`config.mk`:
```
export PLATFORM = sky130hd
export DESIGN_NAME = lgr_tap
export DESIGN_NICKNAME = d
export VERILOG_FILES = /design/src/assert_macros.svh /design/src/lgr_pkg.sv /design/src/lgr_tap.sv
export SDC_FILE = /design/constraint.sdc
export NUM_CORES = 1
export LEC_CHECK = 0
export CAP_MARGIN = 20
export CORE_AREA = 2 2 430 432
export CTS_BUF_LIST = sky130_fd_sc_hd__clkbuf_16
export CTS_CLUSTER_DIAMETER = 60
export DETAILED_ROUTE_END_ITERATION = 12
export DIE_AREA = 0 0 432 434
export DONT_BUFFER_PORTS = 1
export PLACE_DENSITY = 0.4
export SLEW_MARGIN = 5
export SYNTH_ARGS = -nofsm -noshare
export SYNTH_HDL_FRONTEND = slang
export SYNTH_SLANG_ARGS = --single-unit
```
`constraint.sdc`:
```
create_clock -name clock -period 5.6 [get_ports clock]
set_input_delay 0.28 -clock clock [delete_from_list [all_inputs] [get_ports clock]]
set_output_delay 0.28 -clock clock [all_outputs]
set_load 0.03 [all_outputs]
```
`src/assert_macros.svh`:
```
// ----------------------------------------------------------------------------
// Assertion macros
// Shared concurrent assertion forms for the row ghost reduction block.
// ----------------------------------------------------------------------------
`ifndef ASSERT_MACROS_SVH
`define ASSERT_MACROS_SVH

// A condition that must hold at every clock edge outside reset.
`define ASSERT_ALWAYS(label, clk, rst, cond, msg) \
   label: assert property (@(posedge clk) disable iff (rst) (cond)) else $error(msg);

// A consequence that must hold in the same cycle as its trigger.
`define ASSERT_IMPLIES(label, clk, rst, ante, cons, msg) \
   label: assert property (@(posedge clk) disable iff (rst) (ante) |-> (cons)) \
      else $error(msg);

// A consequence that must hold in the cycle after its trigger.
`define ASSERT_NEXT(label, clk, rst, ante, cons, msg) \
   label: assert property (@(posedge clk) disable iff (rst) (ante) |=> (cons)) \
      else $error(msg);

`endif

```
`src/lgr_pkg.sv`:
```
`timescale 1ns / 1ps
// ----------------------------------------------------------------------------
// Row ghost reduction package
// Sizes, types and codes shared by the window cells, the tap units and the
// top level.
// ----------------------------------------------------------------------------
package lgr_pkg;

   // Design sizes.
   localparam int NUM_TAPS   = 4;
   localparam int MAX_SHIFT  = 32;
   localparam int PIXEL_BITS = 16;
   localparam int MAX_WIDTH  = 4096;

   // Port field widths.
   localparam int OUT_W   = 16;
   localparam int IN_W    = 16;
   localparam int TAP_W   = 24;
   localparam int LW_W    = 13;
   localparam int PEAK_W  = 16;
   localparam int DATA_W  = 32;

   // Window: stored cells plus the incoming sample form the visible window.
   localparam int LINE_CELLS = 2 * MAX_SHIFT;
   localparam int WIN_CELLS  = LINE_CELLS + 1;
   localparam int SEL_W      = $clog2(WIN_CELLS);

   // Column and bound widths.
   localparam int COL_W   = LW_W;
   localparam int X_W     = $clog2(MAX_WIDTH);
   localparam int BOUND_W = LW_W + 1;
   localparam int SH_W    = 9;

   // Arithmetic widths.
   localparam int INTEN_W   = 8;
   localparam int TERM_W    = PIXEL_BITS + 1;
   localparam int PROD_W    = TERM_W + INTEN_W;
   localparam int SUM_W     = PROD_W + $clog2(NUM_TAPS);
   localparam int ADJ_SHIFT = 7;
   localparam int ADJ_W     = SUM_W - ADJ_SHIFT;
   localparam int V_W       = ((ADJ_W > OUT_W) ? ADJ_W : OUT_W) + 1;

   // Register map.
   localparam int NUM_REGS       = NUM_TAPS + 2;
   localparam int REG_LINE_WIDTH = NUM_TAPS;
   localparam int REG_PEAK       = NUM_TAPS + 1;
   localparam int ADDR_W         = $clog2(4 * NUM_REGS);
   localparam int IDX_W          = ADDR_W - 2;

   // Reset values of the configuration registers.
   localparam logic [LW_W-1:0]   LINE_WIDTH_RESET = LW_W'(1920);
   localparam logic [PEAK_W-1:0] PEAK_RESET       = PEAK_W'(255);

   // Tap mode codes.
   typedef enum logic [2:0] {
      MODE_OFF     = 3'd0,
      MODE_EDGE    = 3'd1,
      MODE_LEVEL   = 3'd2,
      MODE_RISING  = 3'd3,
      MODE_FALLING = 3'd4
   } mode_type;

   typedef logic [PIXEL_BITS-1:0] pix_type;
   typedef logic [WIN_CELLS-1:0][PIXEL_BITS-1:0] win_type;
   typedef logic signed [PROD_W-1:0] prod_type;

   // Contents of one window cell.
   typedef struct packed {
      logic    valid;
      logic    last;
      pix_type pixel;
   } cell_type;

   // Pipeline control handed to each tap unit.
   typedef struct packed {
      logic load;
      logic adv;
   } tap_ctl_type;

endpackage

```
`src/lgr_tap.sv`:
```
`timescale 1ns / 1ps
// ----------------------------------------------------------------------------
// Tap unit
// Decodes one tap word, selects its term from the window at the output
// column and multiplies it by the tap intensity over two stages.
// ----------------------------------------------------------------------------
module lgr_tap
   import lgr_pkg::*;
(
   input  logic              clock,
   input  logic [TAP_W-1:0]  tap_word,
   input  logic [LW_W-1:0]   width_eff,
   input  win_type           win,
   input  logic [X_W-1:0]    x_col,
   input  tap_ctl_type       ctl,
   output prod_type          prod
);

   // Decoded tap setup, refreshed every cycle from the register.
   logic                      ok_in, ok_ff;
   mode_type                  mode_in, mode_ff;
   logic signed [INTEN_W-1:0] inten_ff;
   logic signed [BOUND_W-1:0] lo_in, lo_ff, hi_in, hi_ff;
   logic [SEL_W-1:0]          sel_a_in, sel_a_ff, sel_b_in, sel_b_ff;

   logic signed [SH_W-1:0]    sh;
   logic [SH_W-1:0]           mag;
   logic                      edge_mode;
   logic                      neg_adj;
   logic signed [SH_W-1:0]    s_adj;
   logic signed [BOUND_W-1:0] w_adj;
   logic signed [BOUND_W-1:0] s_ext;
   logic signed [SH_W-1:0]    sel_wide;

   always_comb begin
      sh        = SH_W'($signed(tap_word[23:16]));
      mag       = sh[SH_W-1] ? SH_W'(-sh) : SH_W'(sh);
      case (mode_type'(tap_word[2:0]))
         MODE_EDGE:    mode_in = MODE_EDGE;
         MODE_LEVEL:   mode_in = MODE_LEVEL;
         MODE_RISING:  mode_in = MODE_RISING;
         MODE_FALLING: mode_in = MODE_FALLING;
         default:      mode_in = MODE_OFF;
      endcase
      edge_mode = (mode_in != MODE_LEVEL);
      ok_in     = (mode_in != MODE_OFF)
                  && (mag <= SH_W'(MAX_SHIFT))
                  && (LW_W'(mag) < width_eff)
                  && !(edge_mode && (sh == '0));
      // Edge taps with a negative shift move one column and lose a column.
      neg_adj  = edge_mode && sh[SH_W-1];
      s_adj    = sh + $signed(SH_W'(neg_adj));
      w_adj    = $signed({1'b0, width_eff}) - $signed(BOUND_W'(neg_adj));
      s_ext    = BOUND_W'(s_adj);
      lo_in    = (s_adj > 0) ? s_ext : '0;
      hi_in    = (s_adj < 0) ? (w_adj + s_ext) : w_adj;
      sel_wide = $signed(SH_W'(MAX_SHIFT)) + s_adj;
      sel_a_in = ok_in ? sel_wide[SEL_W-1:0] : '0;
      sel_b_in = (ok_in && (sel_wide != '0)) ? SEL_W'(sel_wide - 1) : '0;
   end

   always_ff @(posedge clock) begin
      ok_ff    <= ok_in;
      mode_ff  <= mode_in;
      inten_ff <= $signed(tap_word[15:8]);
      lo_ff    <= lo_in;
      hi_ff    <= hi_in;
      sel_a_ff <= sel_a_in;
      sel_b_ff <= sel_b_in;
   end

   // Term selection at the output column.
   logic signed [TERM_W-1:0]  level;
   logic signed [TERM_W-1:0]  diff;
   logic signed [BOUND_W-1:0] x_s;
   logic                      in_range;
   logic signed [TERM_W-1:0]  term_in, term_ff;
   prod_type                  prod_ff;

   always_comb begin
      level    = $signed({1'b0, win[sel_a_ff]});
      diff     = $signed({1'b0, win[sel_b_ff]}) - level;
      x_s      = $signed({{(BOUND_W-X_W){1'b0}}, x_col});
      in_range = ok_ff && (x_s >= lo_ff) && (x_s < hi_ff);
      term_in  = '0;
      if (in_range) begin
         case (mode_ff)
            MODE_EDGE:    term_in = diff;
            MODE_LEVEL:   term_in = level;
            MODE_RISING:  term_in = (diff > 0) ? diff : '0;
            MODE_FALLING: term_in = (diff < 0) ? diff : '0;
            default:      term_in = '0;
         endcase
      end
   end

   // Stage one holds the term, stage two the weighted term.
   always_ff @(posedge clock) begin
      if (ctl.load) begin
         term_ff <= term_in;
      end
      if (ctl.adv) begin
         prod_ff <= term_ff * inten_ff;
      end
   end

   assign prod = prod_ff;

endmodule
```
* After elaboration in Yosys (flattened, before gate mapping)
Cells that the tools add are included.
** Cells by class
- Multiplexer cells :: 10
- Multiply operators :: 1
- Add/sub/neg operators :: 7
- $lt $le $gt $ge :: 10
- Reductions and logical operators :: 12
- Equal/unequal tests :: 9
** Operators by type and width (count)
- binary-select mux 16 bit (select 7 bit) :: 2
- one-hot mux 17 bit (4 select lines) :: 1
- 2-to-1 mux 17 bit :: 2
- 2-to-1 mux 16 bit :: 2
- multiplier 17 x 8 -> 25 bit :: 1
- greater-than comparator 17 x 1 -> 1 bit, second input constant :: 1
- < comparator 17 x 1 -> 1 bit, second input constant :: 1
- subtractor 16 x 16 -> 17 bit :: 1
- < comparator 7 x 8 -> 1 bit, second input constant :: 2
- adder 14 x 9 -> 14 bit :: 1
- < comparator 13 x 14 -> 1 bit :: 1
- 2-to-1 mux 14 bit :: 1
- subtractor 13 x 1 -> 14 bit :: 1
- >= comparator 13 x 9 -> 1 bit :: 1
- < comparator 9 x 13 -> 1 bit :: 1
- equality test 3 x 2 -> 1 bit, second input constant :: 4
- one-hot mux 3 bit (4 select lines) :: 1
- adder 7 x 9 -> 9 bit, first input constant :: 1
- adder 8 x 2 -> 9 bit :: 1
- greater-than comparator 9 x 1 -> 1 bit, second input constant :: 1
- less-or-equal comparator 9 x 6 -> 1 bit, second input constant :: 1
- zero test 9 bit :: 1
- < comparator 9 x 1 -> 1 bit, second input constant :: 1
- 2-to-1 mux 9 bit :: 1
- 9 further kinds :: 18
** Storage, ports and cells
- Bits of input ports :: 1092
- Bits in registers :: 91
- Output and inout port bits :: 25

* Longest topological paths before layout
- Depth after elaboration :: 8
- Gate-level depth with buffers :: 22
- Gate-level depth less buffers :: 20

* Worst setup path before layout
OpenSTA, ideal clock, no wires.
- Kind :: reg2reg
- From :: register sel_b_ff[1]
- To :: register term_ff[7], data pin
- Path buffers :: 3
- Setup time :: 0.176 ns
- Data arrival time :: 5.079 ns
- Required time :: 5.424 ns
- Path slack :: 0.345 ns
- Period minus slack after synthesis :: 5.255 ns
- Cell stages (with the launch flop) :: 19
- Cells stage by stage :: dfxtp_1 -> clkbuf_1 -> clkbuf_1 -> clkbuf_1 -> mux4_2 -> mux4_2 -> mux4_2 -> a22oi_1 -> ha_1 -> inv_1 -> fa_1 -> a211oi_1 -> o21bai_1 -> a2111oi_2 -> nor2_1 -> or3_1 -> and4_1 -> nor4bb_1 -> o32ai_1
** On the way
- Word-level cells in the longest chain between the ends :: 6
- Elaborated cells on any way between the ends :: 8
- Those cells by class :: 1 x add/sub; 2 x order compare; 5 x mux
** RTL lines
- start, declared :: line lgr_tap.sv:24 : logic [SEL_W-1:0] sel_a_in, sel_a_ff, sel_b_in, sel_b_ff;
- start signal, assigned :: line lgr_tap.sv:69 : sel_b_ff <= sel_b_in;
- binary-select mux 16 bit (select 7 bit) (*) :: line lgr_tap.sv:82 : diff = $signed({1'b0, win[sel_b_ff]}) - level;
- 2-to-1 mux 16 bit (not written as such) (*) :: line lgr_tap.sv:82
- subtractor 16 x 16 -> 17 bit (*) :: line lgr_tap.sv:82
- < comparator 17 x 1 -> 1 bit or greater-than comparator 17 x 1 -> 1 bit (tied branches) :: line lgr_tap.sv:91, lgr_tap.sv:90
- 2-to-1 mux 17 bit (on tied branches) :: line lgr_tap.sv:91, lgr_tap.sv:90
- one-hot mux 17 bit (4 select lines) (*) :: line lgr_tap.sv:87 : case (mode_ff)
- end signal, assigned :: line lgr_tap.sv:100 : term_ff <= term_in;
- end, declared :: line lgr_tap.sv:77 : logic signed [TERM_W-1:0] term_in, term_ff;
Every way passes the cells marked *; elsewhere a longest branch is shown, timed or not. The select of a mux whose other input is x is not followed.
A chain may end at the register's enable or synchronous reset.

* Final worst setup path
- From :: register sel_b_ff[0]
- To :: register term_ff[7], data pin
The elaborated chain is that of the path after synthesis.

==> run metrics <==
Setup-failing EPs final 0; overall routed net length 193000 um; slew at the pin closest to its max-slew limit 0.911 ns; routed vias/inst 4.90; fin. max-slew vios 0; part of the total power dissipated in sequential elements 18.8%; class of the most critical setup path register to register; overall die width 432 um; power density over cell area 185 nW/um^2; per-instance average area after synthesis 12.7 um^2; R2R setup slack 0.07 ns; final design instance area without fill 32600 um^2; footprint of the flip-flops and latches 2280 um^2; worst path required time 5.72 ns; count of flip-flops with a built-in enable after synthesis 42; most frequent cells in the layout sky130_fd_sc_hd__mux4_2, sky130_fd_sc_hd__buf_4, sky130_fd_sc_hd__inv_1, sky130_fd_sc_hd__ha_1, sky130_fd_sc_hd__fa_1; synthesized netlist cell count 2116; RSZ-0062 raised after global routing yes; sink of the worst hold path mode_ff[1]$_DFF_P_; post-synthesis cell type count 68; number of sinks on the clock net 91; worst-case clock buffer depth 2; fraction of post-synthesis cell area in the top cell type by area 52.9%; total grt overflow 0; layout cell share with drive strength beyond 1 44.5%; endpoint class of the critical path register; RD Place Congestion 1.08; die span in y 434 um; Critical R2R Capture term_ff[7]$_SDFFCE_PN0P_; final count of hold timing violations 0; number of maximum-capacitance violations 0; number of routed nets with antenna violations 0; Root Buffer Master sky130_fd_sc_hd__clkbuf_16; routed wire length per instance 39.9 um; largest net degree at the start of global routing 50; overall global routing resource usage 19.7%; internal power component 3.29 mW; clock-pin transition on the worst setup and hold timing paths 0.07 ns; static leakage 10.2 nW; worst ir drop on vdd 198 uV; TritonCTS buffer count 9; worst skew pair latency 0.40 ns; Hold Path Origin tap_word[2]; share of total power in the clock network 11.4%; largest driver fanout on the critical path 12; routed via count 23.6k; Top FF cell, synth sky130_fd_sc_hd__dfxtp_1; ys async rst share 0%; sw power 2.74 mW; critical path launch point type register; Post-Synthesis Cell Area 26900 um^2; Fmax 181 MHz; Worst slew margin 38.8%; sequential-to-total area share from yosys stat 8.34%; Starting Density 14.7%; total negative setup slack 0 ns; area after detailed placement 31300 um^2; die outline area 187000 um^2; via count of the first global-routing pass 23.2k; arrival time at the worst endpoint 5.65 ns; most frequent standard cell in the layout excluding fill and tap cells sky130_fd_sc_hd__mux4_2; global-route wire length before repair 242000 um; worst reg2reg startpoint sel_b_ff[0]$_SDFF_PN0_; cell type with the largest total area after synthesis sky130_fd_sc_hd__mux4_2; yosys warns 0; clock tree from TritonCTS yes; footprint of the multi-input gates 23100 um^2; number of H-tree branching levels 3; placeable core region 182000 um^2; number of antenna violations at the first check in global routing 161; power share of the combinational group 69.9%; switching share of power 45.4%; final-layout fill cell count 20.0k; DR DRC count 0; outcome complete, no violations; Synth-to-Final Area Change 21.2%; Port Buffers 0; ranking of synthesized cells by area sky130_fd_sc_hd__mux4_2, sky130_fd_sc_hd__fa_1, sky130_fd_sc_hd__ha_1; net count of the finished layout 3535; Post-Route Skew 0.0190 ns; #FFs+latches synth 91; FP Rows 157; shortest clock period the worst path allows after layout 5.53 ns; post-route clock period utilization 98.8%; Hold/Removal Path Class input port to register; Starting DRT DRC Count 2398; HPWL Detailed 173000 um; number of detailed-routing iterations run before antenna repair 7; hold path depth 1; io pins 1117; Worst R2R Path Depth 18
-- metal layers --
layer	up-vias	share of wire, %	GRT usage (%)
li1	9148	-	-
met1	12593	34	20.7
met2	1533	49	32.6
met3	330	12	9.55
met4	38	5.2	9.03
met5	-	0.22	3.77
-- layout make-up --
cell class	instances	share of cell area [%]
antenna	218	1.67
clock buffer	9	0.691
clock inverter	7	0.253
inverter	202	2.33
multi-input combinational	1641	71.0
sequential	91	6.99
tap	2385	9.16
timing repair buffer	270	7.88
-- worst max-delay path, cell delays in order (launching register included) --
cell                       delay (ns)
sky130_fd_sc_hd__dfxtp_4         0.37
sky130_fd_sc_hd__buf_12          0.16
sky130_fd_sc_hd__buf_16          0.16
sky130_fd_sc_hd__buf_12          0.14
sky130_fd_sc_hd__mux4_2          0.75
sky130_fd_sc_hd__mux4_2          0.70
sky130_fd_sc_hd__mux4_2          0.52
sky130_fd_sc_hd__a22o_1          0.19
sky130_fd_sc_hd__ha_1            0.31
sky130_fd_sc_hd__buf_4           0.16
sky130_fd_sc_hd__o21ai_0         0.14
sky130_fd_sc_hd__a21oi_1         0.09
sky130_fd_sc_hd__o31a_1          0.32
sky130_fd_sc_hd__a211oi_1        0.22
sky130_fd_sc_hd__buf_4           0.15
sky130_fd_sc_hd__xor2_1          0.22
sky130_fd_sc_hd__nand3_2         0.15
sky130_fd_sc_hd__nor4bb_4        0.31
sky130_fd_sc_hd__o32ai_2         0.12
-- through the flow --
stage	cells	util [%]	power (mW)	hold slack, ns	setup slack, ns
floorplan	2117	-	3.68	0.308	0.345
global placement	4558	17.1	5.35	0.308	-0.145
detailed placement	4561	17.1	5.33	0.308	0.0192
CTS	4588	17.4	6.07	0.0134	0.0266
global route	4745	17.7	6.49	0.00400	-0.146
finish	4823	17.9	6.04	0.0208	0.0660
-- flip-flops by register name, summed over array words and instances, names as in the netlist --
signal    count
prod         25
term_ff      17
hi_ff        14
lo_ff         9
inten_ff      8
sel_a_ff      7
sel_b_ff      7
mode_ff       3
ok_ff         1
-- worst max path at each step --
stage / startpoint / end / slack [ns] / cells after the start
finish: sel_b_ff[0]$_SDFF_PN0_ / term_ff[7]$_SDFFCE_PN0P_ / 0.07 / 18
global route: sel_b_ff[0]$_SDFF_PN0_ / term_ff[7]$_SDFFCE_PN0P_ / -0.15 / 18
CTS: sel_b_ff[0]$_SDFF_PN0_ / term_ff[7]$_SDFFCE_PN0P_ / 0.03 / 16
detailed placement: sel_b_ff[0]$_SDFF_PN0_ / term_ff[7]$_SDFFCE_PN0P_ / 0.02 / 16
global placement: sel_a_ff[0]$_SDFF_PN0_ / term_ff[7]$_SDFFCE_PN0P_ / -0.14 / 21
floorplan: sel_b_ff[1]$_SDFF_PN0_ / term_ff[7]$_SDFFCE_PN0P_ / 0.35 / 18
-- cell families (layout without fill, tap and decap cells) --
kind of cell	count (synthesis)	after routing	synth area share [%]
fa+ha+maj	228	228	13.7
mux	681	681	54.9
simple gates	416	416	8.21
flops	91	91	8.34
compound gates	251	251	6.73
other cells	1	220	0.0139
xor+xnor	63	63	2.05
buf+inv	385	488	6.07
-- synthesized netlist by cell type, types with 11 or more instances --
library cell and number:
sky130_fd_sc_hd__nor3_1 44, sky130_fd_sc_hd__nand3_1 20, sky130_fd_sc_hd__nor2b_1 29, sky130_fd_sc_hd__inv_1 201
sky130_fd_sc_hd__nor2_1 74, sky130_fd_sc_hd__o21ai_0 42, sky130_fd_sc_hd__ha_1 117, sky130_fd_sc_hd__xor2_1 21
sky130_fd_sc_hd__edfxtp_1 42, sky130_fd_sc_hd__a22o_1 15, sky130_fd_sc_hd__and3_1 15, sky130_fd_sc_hd__mux2_2 34
sky130_fd_sc_hd__dfxtp_1 49, sky130_fd_sc_hd__fa_1 111, sky130_fd_sc_hd__a2111oi_0 11, sky130_fd_sc_hd__o22ai_1 28
sky130_fd_sc_hd__nand2b_1 24, sky130_fd_sc_hd__a211oi_1 18, sky130_fd_sc_hd__o21a_1 16, sky130_fd_sc_hd__buf_2 54
sky130_fd_sc_hd__a221oi_2 11, sky130_fd_sc_hd__a21oi_1 44, sky130_fd_sc_hd__xnor2_1 42, sky130_fd_sc_hd__mux2i_1 16
sky130_fd_sc_hd__nand2_1 67, sky130_fd_sc_hd__and2_1 95, sky130_fd_sc_hd__mux4_2 631, sky130_fd_sc_hd__buf_4 14
sky130_fd_sc_hd__clkbuf_1 96
-- power by group through the flow --
stage          Combinational (mW)  Sequential [mW]  Clock [mW]
5_1_grt                      4.59             1.15       0.748
3_5_place_dp                 4.17             1.16           0
4_1_cts                      4.20             1.15       0.721
2_1_floorplan                2.61             1.06           0
3_3_place_gp                 4.19             1.16           0
6_report                     4.22             1.13       0.687
-- timing repair --
action / 4_1_cts / 5_1_grt
hold buffers: 11 / 0
resized for setup: 1 / 35
pin swaps: 1 / 13
gates cloned: 0 / 2
setup buffers: 0 / 17
endpoints found under the setup margin: 1 / 16
hold endpoints to repair: 51 / 0
No activity file was read; power rests on OpenSTA's default activity.
