### config.mk
export PLATFORM = sky130hd
export DESIGN_NAME = lgr_cell
export DESIGN_NICKNAME = d
export VERILOG_FILES = /design/src/assert_macros.svh /design/src/lgr_pkg.sv /design/src/lgr_cell.sv
export SDC_FILE = /design/constraint.sdc
export NUM_CORES = 1
export LEC_CHECK = 0
export BUFFER_PORTS_ARGS = -buffer_cell sky130_fd_sc_hd__buf_4
export CORE_MARGIN = 4
export CORE_UTILIZATION = 38
export CTS_BUF_LIST = sky130_fd_sc_hd__clkbuf_8 sky130_fd_sc_hd__clkbuf_16
export DETAILED_ROUTE_END_ITERATION = 16
export GPL_ROUTABILITY_DRIVEN = 0
export PLACE_DENSITY = 0.78
export SYNTH_ARGS = -nofsm -noshare
export SYNTH_HDL_FRONTEND = slang
export SYNTH_SLANG_ARGS = --single-unit
### constraint.sdc
create_clock -name clock -period 0.9 [get_ports clock]
set_clock_uncertainty 0.05 [all_clocks]
set_input_delay 0.18 -clock clock [delete_from_list [all_inputs] [get_ports clock]]
set_output_delay 0.18 -clock clock [all_outputs]
set_load 0.05 [all_outputs]
### src/assert_macros.svh
// ----------------------------------------------------------------------------
// Assertion macros
// Shared concurrent assertion forms for the row ghost reduction block.
// ----------------------------------------------------------------------------
`ifndef ASSERT_MACROS_SVH
`define ASSERT_MACROS_SVH

// A condition that must hold at every clock edge outside reset.
`define ASSERT_ALWAYS(label, clk, rst, cond, msg) \
   label: assert property (@(posedge clk) disable iff (rst) (cond)) else $error(msg);

// A consequence that must hold in the same cycle as its trigger.
`define ASSERT_IMPLIES(label, clk, rst, ante, cons, msg) \
   label: assert property (@(posedge clk) disable iff (rst) (ante) |-> (cons)) \
      else $error(msg);

// A consequence that must hold in the cycle after its trigger.
`define ASSERT_NEXT(label, clk, rst, ante, cons, msg) \
   label: assert property (@(posedge clk) disable iff (rst) (ante) |=> (cons)) \
      else $error(msg);

`endif

### src/lgr_pkg.sv
`timescale 1ns / 1ps
// ----------------------------------------------------------------------------
// Row ghost reduction package
// Sizes, types and codes shared by the window cells, the tap units and the
// top level.
// ----------------------------------------------------------------------------
package lgr_pkg;

   // Design sizes.
   localparam int NUM_TAPS   = 4;
   localparam int MAX_SHIFT  = 32;
   localparam int PIXEL_BITS = 16;
   localparam int MAX_WIDTH  = 4096;

   // Port field widths.
   localparam int OUT_W   = 16;
   localparam int IN_W    = 16;
   localparam int TAP_W   = 24;
   localparam int LW_W    = 13;
   localparam int PEAK_W  = 16;
   localparam int DATA_W  = 32;

   // Window: stored cells plus the incoming sample form the visible window.
   localparam int LINE_CELLS = 2 * MAX_SHIFT;
   localparam int WIN_CELLS  = LINE_CELLS + 1;
   localparam int SEL_W      = $clog2(WIN_CELLS);

   // Column and bound widths.
   localparam int COL_W   = LW_W;
   localparam int X_W     = $clog2(MAX_WIDTH);
   localparam int BOUND_W = LW_W + 1;
   localparam int SH_W    = 9;

   // Arithmetic widths.
   localparam int INTEN_W   = 8;
   localparam int TERM_W    = PIXEL_BITS + 1;
   localparam int PROD_W    = TERM_W + INTEN_W;
   localparam int SUM_W     = PROD_W + $clog2(NUM_TAPS);
   localparam int ADJ_SHIFT = 7;
   localparam int ADJ_W     = SUM_W - ADJ_SHIFT;
   localparam int V_W       = ((ADJ_W > OUT_W) ? ADJ_W : OUT_W) + 1;

   // Register map.
   localparam int NUM_REGS       = NUM_TAPS + 2;
   localparam int REG_LINE_WIDTH = NUM_TAPS;
   localparam int REG_PEAK       = NUM_TAPS + 1;
   localparam int ADDR_W         = $clog2(4 * NUM_REGS);
   localparam int IDX_W          = ADDR_W - 2;

   // Reset values of the configuration registers.
   localparam logic [LW_W-1:0]   LINE_WIDTH_RESET = LW_W'(1920);
   localparam logic [PEAK_W-1:0] PEAK_RESET       = PEAK_W'(255);

   // Tap mode codes.
   typedef enum logic [2:0] {
      MODE_OFF     = 3'd0,
      MODE_EDGE    = 3'd1,
      MODE_LEVEL   = 3'd2,
      MODE_RISING  = 3'd3,
      MODE_FALLING = 3'd4
   } mode_type;

   typedef logic [PIXEL_BITS-1:0] pix_type;
   typedef logic [WIN_CELLS-1:0][PIXEL_BITS-1:0] win_type;
   typedef logic signed [PROD_W-1:0] prod_type;

   // Contents of one window cell.
   typedef struct packed {
      logic    valid;
      logic    last;
      pix_type pixel;
   } cell_type;

   // Pipeline control handed to each tap unit.
   typedef struct packed {
      logic load;
      logic adv;
   } tap_ctl_type;

endpackage

### src/lgr_cell.sv
`timescale 1ns / 1ps
// ----------------------------------------------------------------------------
// Window cell
// One sample of the row window. On each shift the cell takes the contents of
// its upstream neighbor and hands its own to the downstream one.
// ----------------------------------------------------------------------------
module lgr_cell
   import lgr_pkg::*;
(
   input  logic     clock,
   input  logic     reset,
   input  logic     shift_en,
   input  cell_type cell_d,
   output cell_type cell_q
);

   logic    valid_ff;
   logic    last_ff;
   pix_type pixel_ff;

   // Flags mark real samples of the current row and the row's final sample.
   always_ff @(posedge clock) begin
      if (reset) begin
         valid_ff <= 1'b0;
         last_ff  <= 1'b0;
      end else if (shift_en) begin
         valid_ff <= cell_d.valid;
         last_ff  <= cell_d.last;
      end
   end

   // The sample itself needs no reset.
   always_ff @(posedge clock) begin
      if (shift_en) begin
         pixel_ff <= cell_d.pixel;
      end
   end

   assign cell_q = '{valid: valid_ff, last: last_ff, pixel: pixel_ff};

endmodule

Word-level counts from Yosys, hierarchy flattened
Index checks and enable logic that the tools add are counted.

storage, ports and cells
  flip-flop bits (word level) = 18
  bits in latches = 0
  memory bits (writable) = 0
  bits in read-only memories = 0
  logic and storage cells = 3
  memories kept = 0

cells by class
  $add $sub $neg = 0
  $mul = 0
  div/mod/pow operators = 0
  order comparisons = 0
  equal/unequal tests = 0
  shift-type cells = 0
  muxes and demuxes = 0
  bitwise operators = 0
  reduce and logical (&&, ||, !) cells = 0

Logic depth before layout (Yosys ltp)
Gate-level depths: netlist of run 1.

  depth after elaboration = 0
  mapped depth = 2
  depth with buffers taken out = 2

Worst setup path before layout of run 1
No wires, ideal clock.

  kind = reg-to-output
  start point = reg pixel_ff[0]
  end point = out cell_q[0] (netlist bit)
  arrival time = 601 ps
  required time = 670 ps
  setup slack = 69 ps
  stages on the path, launching flop included = 1
  path buffers = 0
  cells stage by stage = edfxtp_1

RTL lines
  element                 line            RTL
  from (decl)             lgr_cell.sv:19  pix_type pixel_ff;
  from (signal assigned)  lgr_cell.sv:35  pixel_ff <= cell_d.pixel;
  to (decl)               lgr_cell.sv:14  output cell_type cell_q

No word-level cell between the ends.

Worst setup path after layout of run 1
  start point = reg pixel_ff[8]
  end point = out cell_q[8] (netlist bit)

No word-level cell between the ends.

==> run summary, run 1 <==
R2R Setup Slk: 0.24 ns
Worst Tran Pin Value: 0.226 ns
site row count: 13
Reg area: 523 µm²
Final Hold Viols: 0
Worst Setup SP: pixel_ff[8]
Synth cell types: 5
CTS root buffer: clkbuf_8
flop and latch count out of synthesis: 18
failing checks: setup timing
Startpoint Class: flip-flop
ant diodes: 0
largest net degree at the start of global routing: 19
MaxCap Viol Count: 0
TNS Setup: -2.09 ns
min-delay worst type: primary input to flip-flop
Mapped Area: 563 µm²
worst reg2reg startpoint: last_ff
crit share post-route: 1.17
worst skew pair latency: 0.24 ns
Pre-antenna DRT Iters: 3
final setup fails: 18
initial antenna violation count: 0
Max Fclk: 950 MHz
Chip Height: 46.5 µm
Num CTS Buffers: 3
Post-DRT Antenna Nets: 0
P per Cell Area: 2050 nW/µm²
H-tree lvl count: 1
status: finished with violations
Num Clock Sinks: 18
end of the critical path: cell_q[8]
leading area contributor after synthesis: edfxtp_1
WP data arrival: 0.82 ns
Final Power: 0.00200 W
Hold WS: 0.0404 ns
worst-path fanout max: 1
Total GRT Usage: 0.120
reg2reg path depth: 2
Post-Route WL: 1.22 mm
vias in the first global route: 391
Syn Area/Cell: 23.5 µm²
Tmin final: 1.05 ns
Critical Path, Cell by Cell: buf_6
port buffer count: 38
first-pass GRT wire length: 1.75 mm
pins over their slew limit: 0
wire per inst: 15.4 µm
leading post-synthesis cells by cell area: edfxtp_1 85%, dfxtp_1 7.1%, mux2i_1 3.6%
final setup margin: -0.152 ns
RSZ-0062 raised after global routing: yes
Worst path slowest cell: edfxtp_1
cell family with most CP delay: flip-flops
Leak: 0.420 nW
grt ovf: 0
layout cells sized above 1: 0.672
full die area: 2160 µm²
CP max stage delay: 0.40 ns
CP Depth: 1
core area: 1350 µm²
# DRC: 0
Max clock buf depth: 2
Die Width: 46.5 µm
CTS hold repair buffers: 0
Max IR drop VDD: 1.42 mV
capture instance of the worst register-to-register path: last_ff
Rel. slew slack: 0.849
area grow syn2layout: 73.1%
Seq/Total Area, Yosys: 0.924
initial drt markers: 5
Initial Utilization: 0.417
Multi-input gate area: 27.5 µm²
Reg clk slew, reported paths: 0.06 ns
Req. time, crit path: 0.67 ns
Mapped Nets: 45
synth warn: 0
worst setup path class: flip-flop to primary output
Nets: 86
synthesized instance count: 24
TritonCTS clock tree: built
Vias: 363
num ports: 39
number of vias per cell: 4.59
Crit. End Element: primary output
number of fill cells: 91
post-synth top area share: 0.853
hpwl dp: 981 µm
crit path buf inv count: 1
==> cell type report <==
type | count | area share
sequential | 18 | 0.537
multi-input combinational | 4 | 0.0282
tap | 15 | 0.0193
clock buffer | 3 | 0.0424
timing repair buffer | 38 | 0.370
clock inverter | 1 | 0.00385
==> metrics by stage <==
stage                     worst slack (ns)  cells  area, µm²  utilization
after floorplan                     0.0694     24        563            -
after global placement              0.0838     75        852        0.631
after detailed placement            0.0436     75        852        0.631
after CTS                           -0.173     79        971        0.719
after global routing                -0.180     79        975        0.722
final                               -0.152     79        975        0.722
==> registers in the layout (all words and copies together) (netlist names) <==
name / count
pixel_ff: 16
valid_ff: 1
last_ff: 1
==> cells in the mapped netlist (all sizes together) <==
cell    number
mux2i        2
buf          2
nor2         2
edfxtp      16
dfxtp        2
==> timing repair <==
action                     4_1_cts  5_1_grt
buffers inserted                 0        0
setup endpoints to repair       18       18
resized for setup               21        1
==> routing by layer <==
layer / global-route usage / vias up / wire length (µm)
li1: - / 168 / -
met1: 0.115 / 175 / 361
met2: 0.234 / 20 / 710
met3: 0.0430 / 0 / 144
met4: 0.0341 / 0 / 0
met5: 0 / - / 0
==> worst min-delay path by stage <==
stage | endpoint | cells after the start | start | slack (ns)
final | last_ff | 2 | reset | 0.04
after CTS | last_ff | 2 | reset | 0.04
after floorplan | last_ff | 1 | reset | 0.20
after global routing | last_ff | 2 | reset | 0.03
after detailed placement | pixel_ff[10] | 1 | cell_d[10] | 0.31
after global placement | valid_ff | 2 | reset | 0.30
==> logic make-up after synthesis <==
family        after synthesis  share of synthesized area
simple gates                2                     0.0133
flops                      18                      0.924
buf+inv                     2                     0.0267
mux                         2                     0.0356
==> where the power goes <==
part,internal (W),switching (W),leakage (nW),total [W]
clock,0.000302,0.000233,0.0231,0.000535
combinational,0.000178,0.000273,0.223,0.000451
sequential,0.000983,0.0000317,0.174,0.00101
==> layout by cell type, fill, tap and decap left out <==
master,n
mux2i_1,2
buf_6,16
edfxtp_1,16
clkinv_1,1
clkbuf_8,3
buf_8,2
buf_4,20
dfxtp_2,2
nor2_1,2
Note: power is estimated with default switching activity, not from simulation.
==> run 2: changes to the inputs <==
--- a/config.mk
+++ b/config.mk
@@ -6,7 +6,7 @@
 export NUM_CORES = 1
 export LEC_CHECK = 0
 export BUFFER_PORTS_ARGS = -buffer_cell sky130_fd_sc_hd__buf_4
-export CORE_MARGIN = 4
+export CORE_MARGIN = 3
 export CORE_UTILIZATION = 38
 export CTS_BUF_LIST = sky130_fd_sc_hd__clkbuf_8 sky130_fd_sc_hd__clkbuf_16
 export DETAILED_ROUTE_END_ITERATION = 16
==> run 2 against run 1 <==
Against the previous run:
- the run still ends with setup timing left
- count of clock-buffer cells in the layout is the same
- sequential cell count is the same
- combinational power shrank 0.9%
- worst setup slack gained 0.010 ns
- final cell count is the same
- first-iteration DRC count shrank 20%
- global-route usage grew 0.96 points
- wire length shrank 6.0%
- register-to-register slack is essentially flat
- via count shrank 1.7%
- cell area shrank 0.39%
- critical path depth is the same
- critical path type unchanged
- largest power group unchanged
==> run summary, run 2 (synthesized netlist as in run 1, its figures left out) <==
Hold Path Depth: 2 (unchanged)
Setup Buffers After CTS: 0 (unchanged)
Worst Tran Pin Value: 0.223 ns (was 0.226 ns)
vias in the first global route: 374 (was 391)
port buffer count: 38 (unchanged)
Total GRT Usage: 0.130 (was 0.120)
final setup fails: 18 (unchanged)
cell family with most CP delay: flip-flops (unchanged)
TNS Setup: -2.10 ns (was -2.09 ns)
Min-Delay Endpoint: last_ff (unchanged)
Post-DRT Antenna Nets: 0 (unchanged)
Reg clk slew, reported paths: 0.06 ns (about the same)
hpwl dp: 941 µm (was 981 µm)
Crit. End Element: primary output (unchanged)
Nets: 86 (unchanged)
Critical Path, Cell by Cell: buf_6 (unchanged)
Tmin final: 1.04 ns (was 1.05 ns)
TritonCTS clock tree: built (unchanged)
CTS root buffer: clkbuf_8 (unchanged)
full die area: 1980 µm² (was 2160 µm²)
final setup margin: -0.142 ns (was -0.152 ns)
worst skew pair latency: 0.24 ns (about the same)
first-pass GRT wire length: 1.71 mm (was 1.75 mm)
R2R Setup Slk: 0.24 ns (about the same)
failing checks: setup timing (unchanged)
CP max stage delay: 0.40 ns (about the same)
pins over their slew limit: 0 (unchanged)
core area: 1350 µm² (unchanged)
Worst path slowest cell: edfxtp_1 (unchanged)
Max Fclk: 959 MHz (was 950 MHz)
Max clock buf depth: 2 (unchanged)
Rel. slew slack: 0.851 (was 0.849)
RSZ-0062 raised after global routing: yes (unchanged)
MaxCap Viol Count: 0 (unchanged)
register with the most flip-flops: pixel_ff (unchanged)
reg2reg path depth: 2 (unchanged)
Pre-antenna DRT Iters: 2 (was 3)
Post-Route WL: 1.14 mm (was 1.22 mm)
Top Registers: pixel_ff x16, last_ff x1, valid_ff x1 (unchanged)
worst-path fanout max: 1 (unchanged)
status: finished with violations (unchanged)
Vias: 357 (was 363)
initial drt markers: 4 (was 5)
Chip Height: 44.5 µm (was 46.5 µm)
Leak: 0.419 nW (was 0.420 nW)
hold path start: reset (unchanged)
Num CTS Buffers: 3 (unchanged)
crit path buf inv count: 1 (unchanged)
wire per inst: 14.5 µm (was 15.4 µm)
WP data arrival: 0.81 ns (was 0.82 ns)
min-delay worst type: primary input to flip-flop (unchanged)
largest net degree at the start of global routing: 19 (unchanged)
Final Hold Viols: 0 (unchanged)
max FFs per register: 16 (unchanged)
area grow syn2layout: 72.4% (was 73.1%)
worst reg2reg startpoint: last_ff (unchanged)
Req. time, crit path: 0.67 ns (about the same)
layout cells sized above 1: 0.672 (unchanged)
num ports: 39 (unchanged)
worst setup path class: flip-flop to primary output (unchanged)
# DRC: 0 (unchanged)
P per Cell Area: 2060 nW/µm² (was 2050 nW/µm²)
most frequent cells in the layout: 20 x buf_4, 17 x buf_6, 16 x edfxtp_1, 3 x clkbuf_8 (was 20 x buf_4, 16 x buf_6, 16 x edfxtp_1, 3 x clkbuf_8)
H-tree lvl count: 1 (unchanged)
site row count: 13 (unchanged)
grt ovf: 0 (unchanged)
ant diodes: 0 (unchanged)
Num Clock Sinks: 18 (unchanged)
initial antenna violation count: 0 (unchanged)
Hold WS: 0.0386 ns (was 0.0404 ns)
Die Width: 44.5 µm (was 46.5 µm)
number of vias per cell: 4.52 (was 4.59)
Startpoint Class: flip-flop (unchanged)
crit share post-route: 1.16 (was 1.17)
capture instance of the worst register-to-register path: last_ff (unchanged)
Max IR drop VDD: 1.28 mV (was 1.42 mV)
Initial Utilization: 0.417 (unchanged)
most common cell after layout, fill and taps aside: buf_4 (unchanged)
[run 2: worst max path at each step]
| stage | from | slack, ns | to | depth (start not counted) |
|---|---|---|---|---|
| finish | pixel_ff[12] | -0.14 | cell_q[12] | 1 |
| global route | pixel_ff[12] | -0.18 | cell_q[12] | 1 |
| CTS | pixel_ff[12] | -0.15 | cell_q[12] | 1 |
| detailed placement | shift_en | 0.05 | last_ff | 3 |
| global placement | shift_en | 0.08 | last_ff | 3 |
| floorplan | pixel_ff[0] | 0.07 | cell_q[0] | 0 |
[run 2: per-layer routing]
| metal | global-route usage | up-vias | share of wire |
|---|---|---|---|
| li1 | - | 168 | - |
| met1 | 0.138 | 163 | 0.32 |
| met2 | 0.221 | 24 | 0.56 |
| met3 | 0.0569 | 2 | 0.12 |
| met4 | 0.0542 | 0 | 0.0079 |
| met5 | 0 | - | 0 |
[run 2: per-stage QoR]
| step | total power (W) | area [µm²] | worst slack [ns] | instances | utilization |
|---|---|---|---|---|---|
| after floorplan | 0.00126 | 563 | 0.0694 | 24 | - |
| after global placement | 0.00142 | 852 | 0.0831 | 75 | 0.631 |
| after detailed placement | 0.00143 | 852 | 0.0520 | 75 | 0.631 |
| after CTS | 0.00202 | 971 | -0.147 | 79 | 0.719 |
| after global routing | 0.00208 | 971 | -0.180 | 79 | 0.719 |
| final | 0.00200 | 971 | -0.142 | 79 | 0.719 |
[run 2: area by class of cell]
cell class	count	area, µm²
sequential	18	523
fill	93	379
timing repair buffer	38	357
clock buffer	3	41.3
multi-input combinational	4	27.5
tap	15	18.8
clock inverter	1	3.75
[run 2: timing repair]
item | 4_1_cts | 5_1_grt
hold buffers | 0 | 0
hold endpoints to repair | 0 | 0
gates resized for setup | 21 | 0
endpoints found under the setup margin | 18 | 18
[run 2: report_power, final]
part	total (W)	switching, W	internal, W
combinational	0.000447	0.000272	0.000176
clock	0.000536	0.000234	0.000302
sequential	0.00101	0.0000309	0.000983
total	0.00200	0.000537	0.00146
==> run 3: changes to the inputs <==
--- a/config.mk
+++ b/config.mk
@@ -12,6 +12,7 @@
 export DETAILED_ROUTE_END_ITERATION = 16
 export GPL_ROUTABILITY_DRIVEN = 0
 export PLACE_DENSITY = 0.78
+export REMOVE_ABC_BUFFERS = 1
 export SYNTH_ARGS = -nofsm -noshare
 export SYNTH_HDL_FRONTEND = slang
 export SYNTH_SLANG_ARGS = --single-unit
==> constraint.sdc (replaced) <==
create_clock -name clock -period 0.9 [get_ports clock]
set_clock_uncertainty 0.05 [all_clocks]
set_input_delay 0.18 -clock clock [delete_from_list [all_inputs] [get_ports clock]]
set_output_delay 0.18 -clock clock [all_outputs]
set_load 0.1 [all_outputs]
==> run 3 against run 2 <==
Against the previous run:
- the run still ends with setup timing left
- via count is 1.7% lower
- sequential share of layout area down 0.95 points
- sequential cell count is the same
- critical path depth stayed put
- count of clock-buffer cells in the layout unchanged
- combinational power grew 55%
- final cell count unchanged
- non-clock buffer count stayed put
- wire length down 5.2%
- power is 12% higher
- utilization up 1.3 points
- critical endpoint is now cell_q[11]
==> run summary, run 3 (synthesized netlist as in run 1, its figures left out) <==
Die Width: 44.5 µm (unchanged)
largest net degree at the start of global routing: 19 (unchanged)
port buffer count: 38 (unchanged)
CP max stage delay: 0.40 ns (about the same)
number of fill cells: 92 (was 93)
Pre-antenna DRT Iters: 2 (unchanged)
MaxCap Viol Count: 0 (unchanged)
Critical Path, Cell by Cell: buf_6 (unchanged)
# DRC: 0 (unchanged)
Max Fclk: 928 MHz (was 959 MHz)
Reg clk slew, reported paths: 0.06 ns (about the same)
CTS hold repair buffers: 0 (unchanged)
most frequent cells in the layout: 20 x buf_4, 16 x edfxtp_1, 15 x buf_6, 3 x clkbuf_8 (was 20 x buf_4, 17 x buf_6, 16 x edfxtp_1, 3 x clkbuf_8)
Num CTS Buffers: 3 (unchanged)
wire per inst: 13.7 µm (was 14.5 µm)
most common cell after layout, fill and taps aside: buf_4 (unchanged)
reg2reg path depth: 2 (unchanged)
num ports: 39 (unchanged)
worst-path fanout max: 1 (unchanged)
area grow syn2layout: 75.6% (was 72.4%)
Vias: 351 (was 357)
failing checks: setup timing (unchanged)
initial drt markers: 5 (was 4)
end of the critical path: cell_q[11] (was cell_q[12])
Leak: 0.424 nW (was 0.419 nW)
ant diodes: 0 (unchanged)
cell family with most CP delay: flip-flops (unchanged)
core area: 1350 µm² (unchanged)
Worst Tran Pin Value: 0.228 ns (was 0.223 ns)
worst setup path class: flip-flop to primary output (unchanged)
grt ovf: 0 (unchanged)
site row count: 13 (unchanged)
CTS root buffer: clkbuf_8 (unchanged)
final setup fails: 18 (unchanged)
number of gates resized after cts: 24 (was 21)
RSZ-0062 raised after global routing: yes (unchanged)
Nets: 86 (unchanged)
Hold WS: 0.0427 ns (was 0.0386 ns)
TritonCTS clock tree: built (unchanged)
worst skew pair latency: 0.24 ns (about the same)
P per Cell Area: 2270 nW/µm² (was 2060 nW/µm²)
pins over their slew limit: 0 (unchanged)
Rel. slew slack: 0.848 (was 0.851)
Worst Setup SP: pixel_ff[11] (was pixel_ff[12])
worst reg2reg startpoint: valid_ff (was last_ff)
Max IR drop VDD: 1.54 mV (was 1.28 mV)
Num Clock Sinks: 18 (unchanged)
Max clock buf depth: 2 (unchanged)
min-delay worst type: primary input to flip-flop (unchanged)
CP Depth: 1 (unchanged)
Total GRT Usage: 0.121 (was 0.130)
Worst path slowest cell: edfxtp_1 (unchanged)
initial antenna violation count: 0 (unchanged)
Post-DRT Antenna Nets: 0 (unchanged)
Startpoint Class: flip-flop (unchanged)
crit path buf inv count: 1 (unchanged)
max FFs per register: 16 (unchanged)
R2R Setup Slk: 0.23 ns (was 0.24 ns)
Crit. End Element: primary output (unchanged)
Chip Height: 44.5 µm (unchanged)
Post-Route WL: 1.08 mm (was 1.14 mm)
Tmin final: 1.08 ns (was 1.04 ns)
layout cells sized above 1: 0.672 (unchanged)
status: finished with violations (unchanged)
WP data arrival: 0.85 ns (was 0.81 ns)
H-tree lvl count: 1 (unchanged)
Final Hold Viols: 0 (unchanged)
crit share post-route: 1.20 (was 1.16)
capture instance of the worst register-to-register path: valid_ff (was last_ff)
Final Non-Filler Cells: 79 (unchanged)
Top Registers: pixel_ff x16, last_ff x1, valid_ff x1 (unchanged)
Req. time, crit path: 0.67 ns (about the same)
full die area: 1980 µm² (unchanged)
# placed instances: 75 (unchanged)
first-pass GRT wire length: 1.64 mm (was 1.71 mm)
final setup margin: -0.178 ns (was -0.142 ns)
number of vias per cell: 4.44 (was 4.52)
vias in the first global route: 363 (was 374)
Setup Buffers After CTS: 0 (unchanged)
register with the most flip-flops: pixel_ff (unchanged)
Initial Utilization: 0.417 (unchanged)
-- run 3: cell counts in the layout (fill, tap and decap cells not counted) --
No cell type changed its count.
-- run 3: final cells by class --
class | count | area (µm²) | area share
clock buffers | 3 | 41.3 | 0.0418
clock inverters | 1 | 3.75 | 0.00380
multi-input cells | 4 | 27.5 | 0.0278
flip-flops and latches | 18 | 523 | 0.529
well taps | 15 | 18.8 | 0.0190
repair buffers | 38 | 374 | 0.378
-- run 3: how the worst min path moves through the flow --
| stage | depth (start not counted) | start | slack, ns | to |
|---|---|---|---|---|
| 2_1_floorplan | 1 | reset | 0.20 | last_ff |
| 3_3_place_gp | 2 | reset | 0.30 | last_ff |
| 3_5_place_dp | 2 | reset | 0.31 | last_ff |
| 4_1_cts | 2 | reset | 0.04 | valid_ff |
| 5_1_grt | 2 | reset | 0.04 | valid_ff |
| 6_report | 2 | reset | 0.04 | valid_ff |
-- run 3: per-stage QoR --
| step | worst slack (ns) | TNS, ns | utilization | power (W) | cell area, µm² |
|---|---|---|---|---|---|
| 5_1_grt | -0.215 | -3.19 | 0.732 | 0.00232 | 988 |
| 6_report | -0.178 | -2.67 | 0.732 | 0.00224 | 988 |
| 2_1_floorplan | -0.390 | -5.03 | - | 0.00148 | 548 |
| 4_1_cts | -0.192 | -2.82 | 0.729 | 0.00227 | 985 |
| 3_5_place_dp | 0.0436 | 0 | 0.631 | 0.00166 | 852 |
| 3_3_place_gp | 0.0692 | 0 | 0.631 | 0.00165 | 852 |
-- run 3: power by group --
part,leakage [nW],switching [W],internal [W],total (W)
clock,0.0231,0.000231,0.000302,0.000532
sequential,0.174,0.0000323,0.000983,0.00101
combinational,0.227,0.000508,0.000187,0.000695
total,0.424,0.000771,0.00147,0.00224
-- run 3: routing by layer --
layer | global-route usage | routed length [µm] | vias to the layer above
met5 | 0 | 0 | -
met4 | 0.0723 | 0 | 0
met3 | 0.0569 | 162 | 0
met2 | 0.195 | 536 | 28
met1 | 0.128 | 384 | 156
li1 | - | - | 167
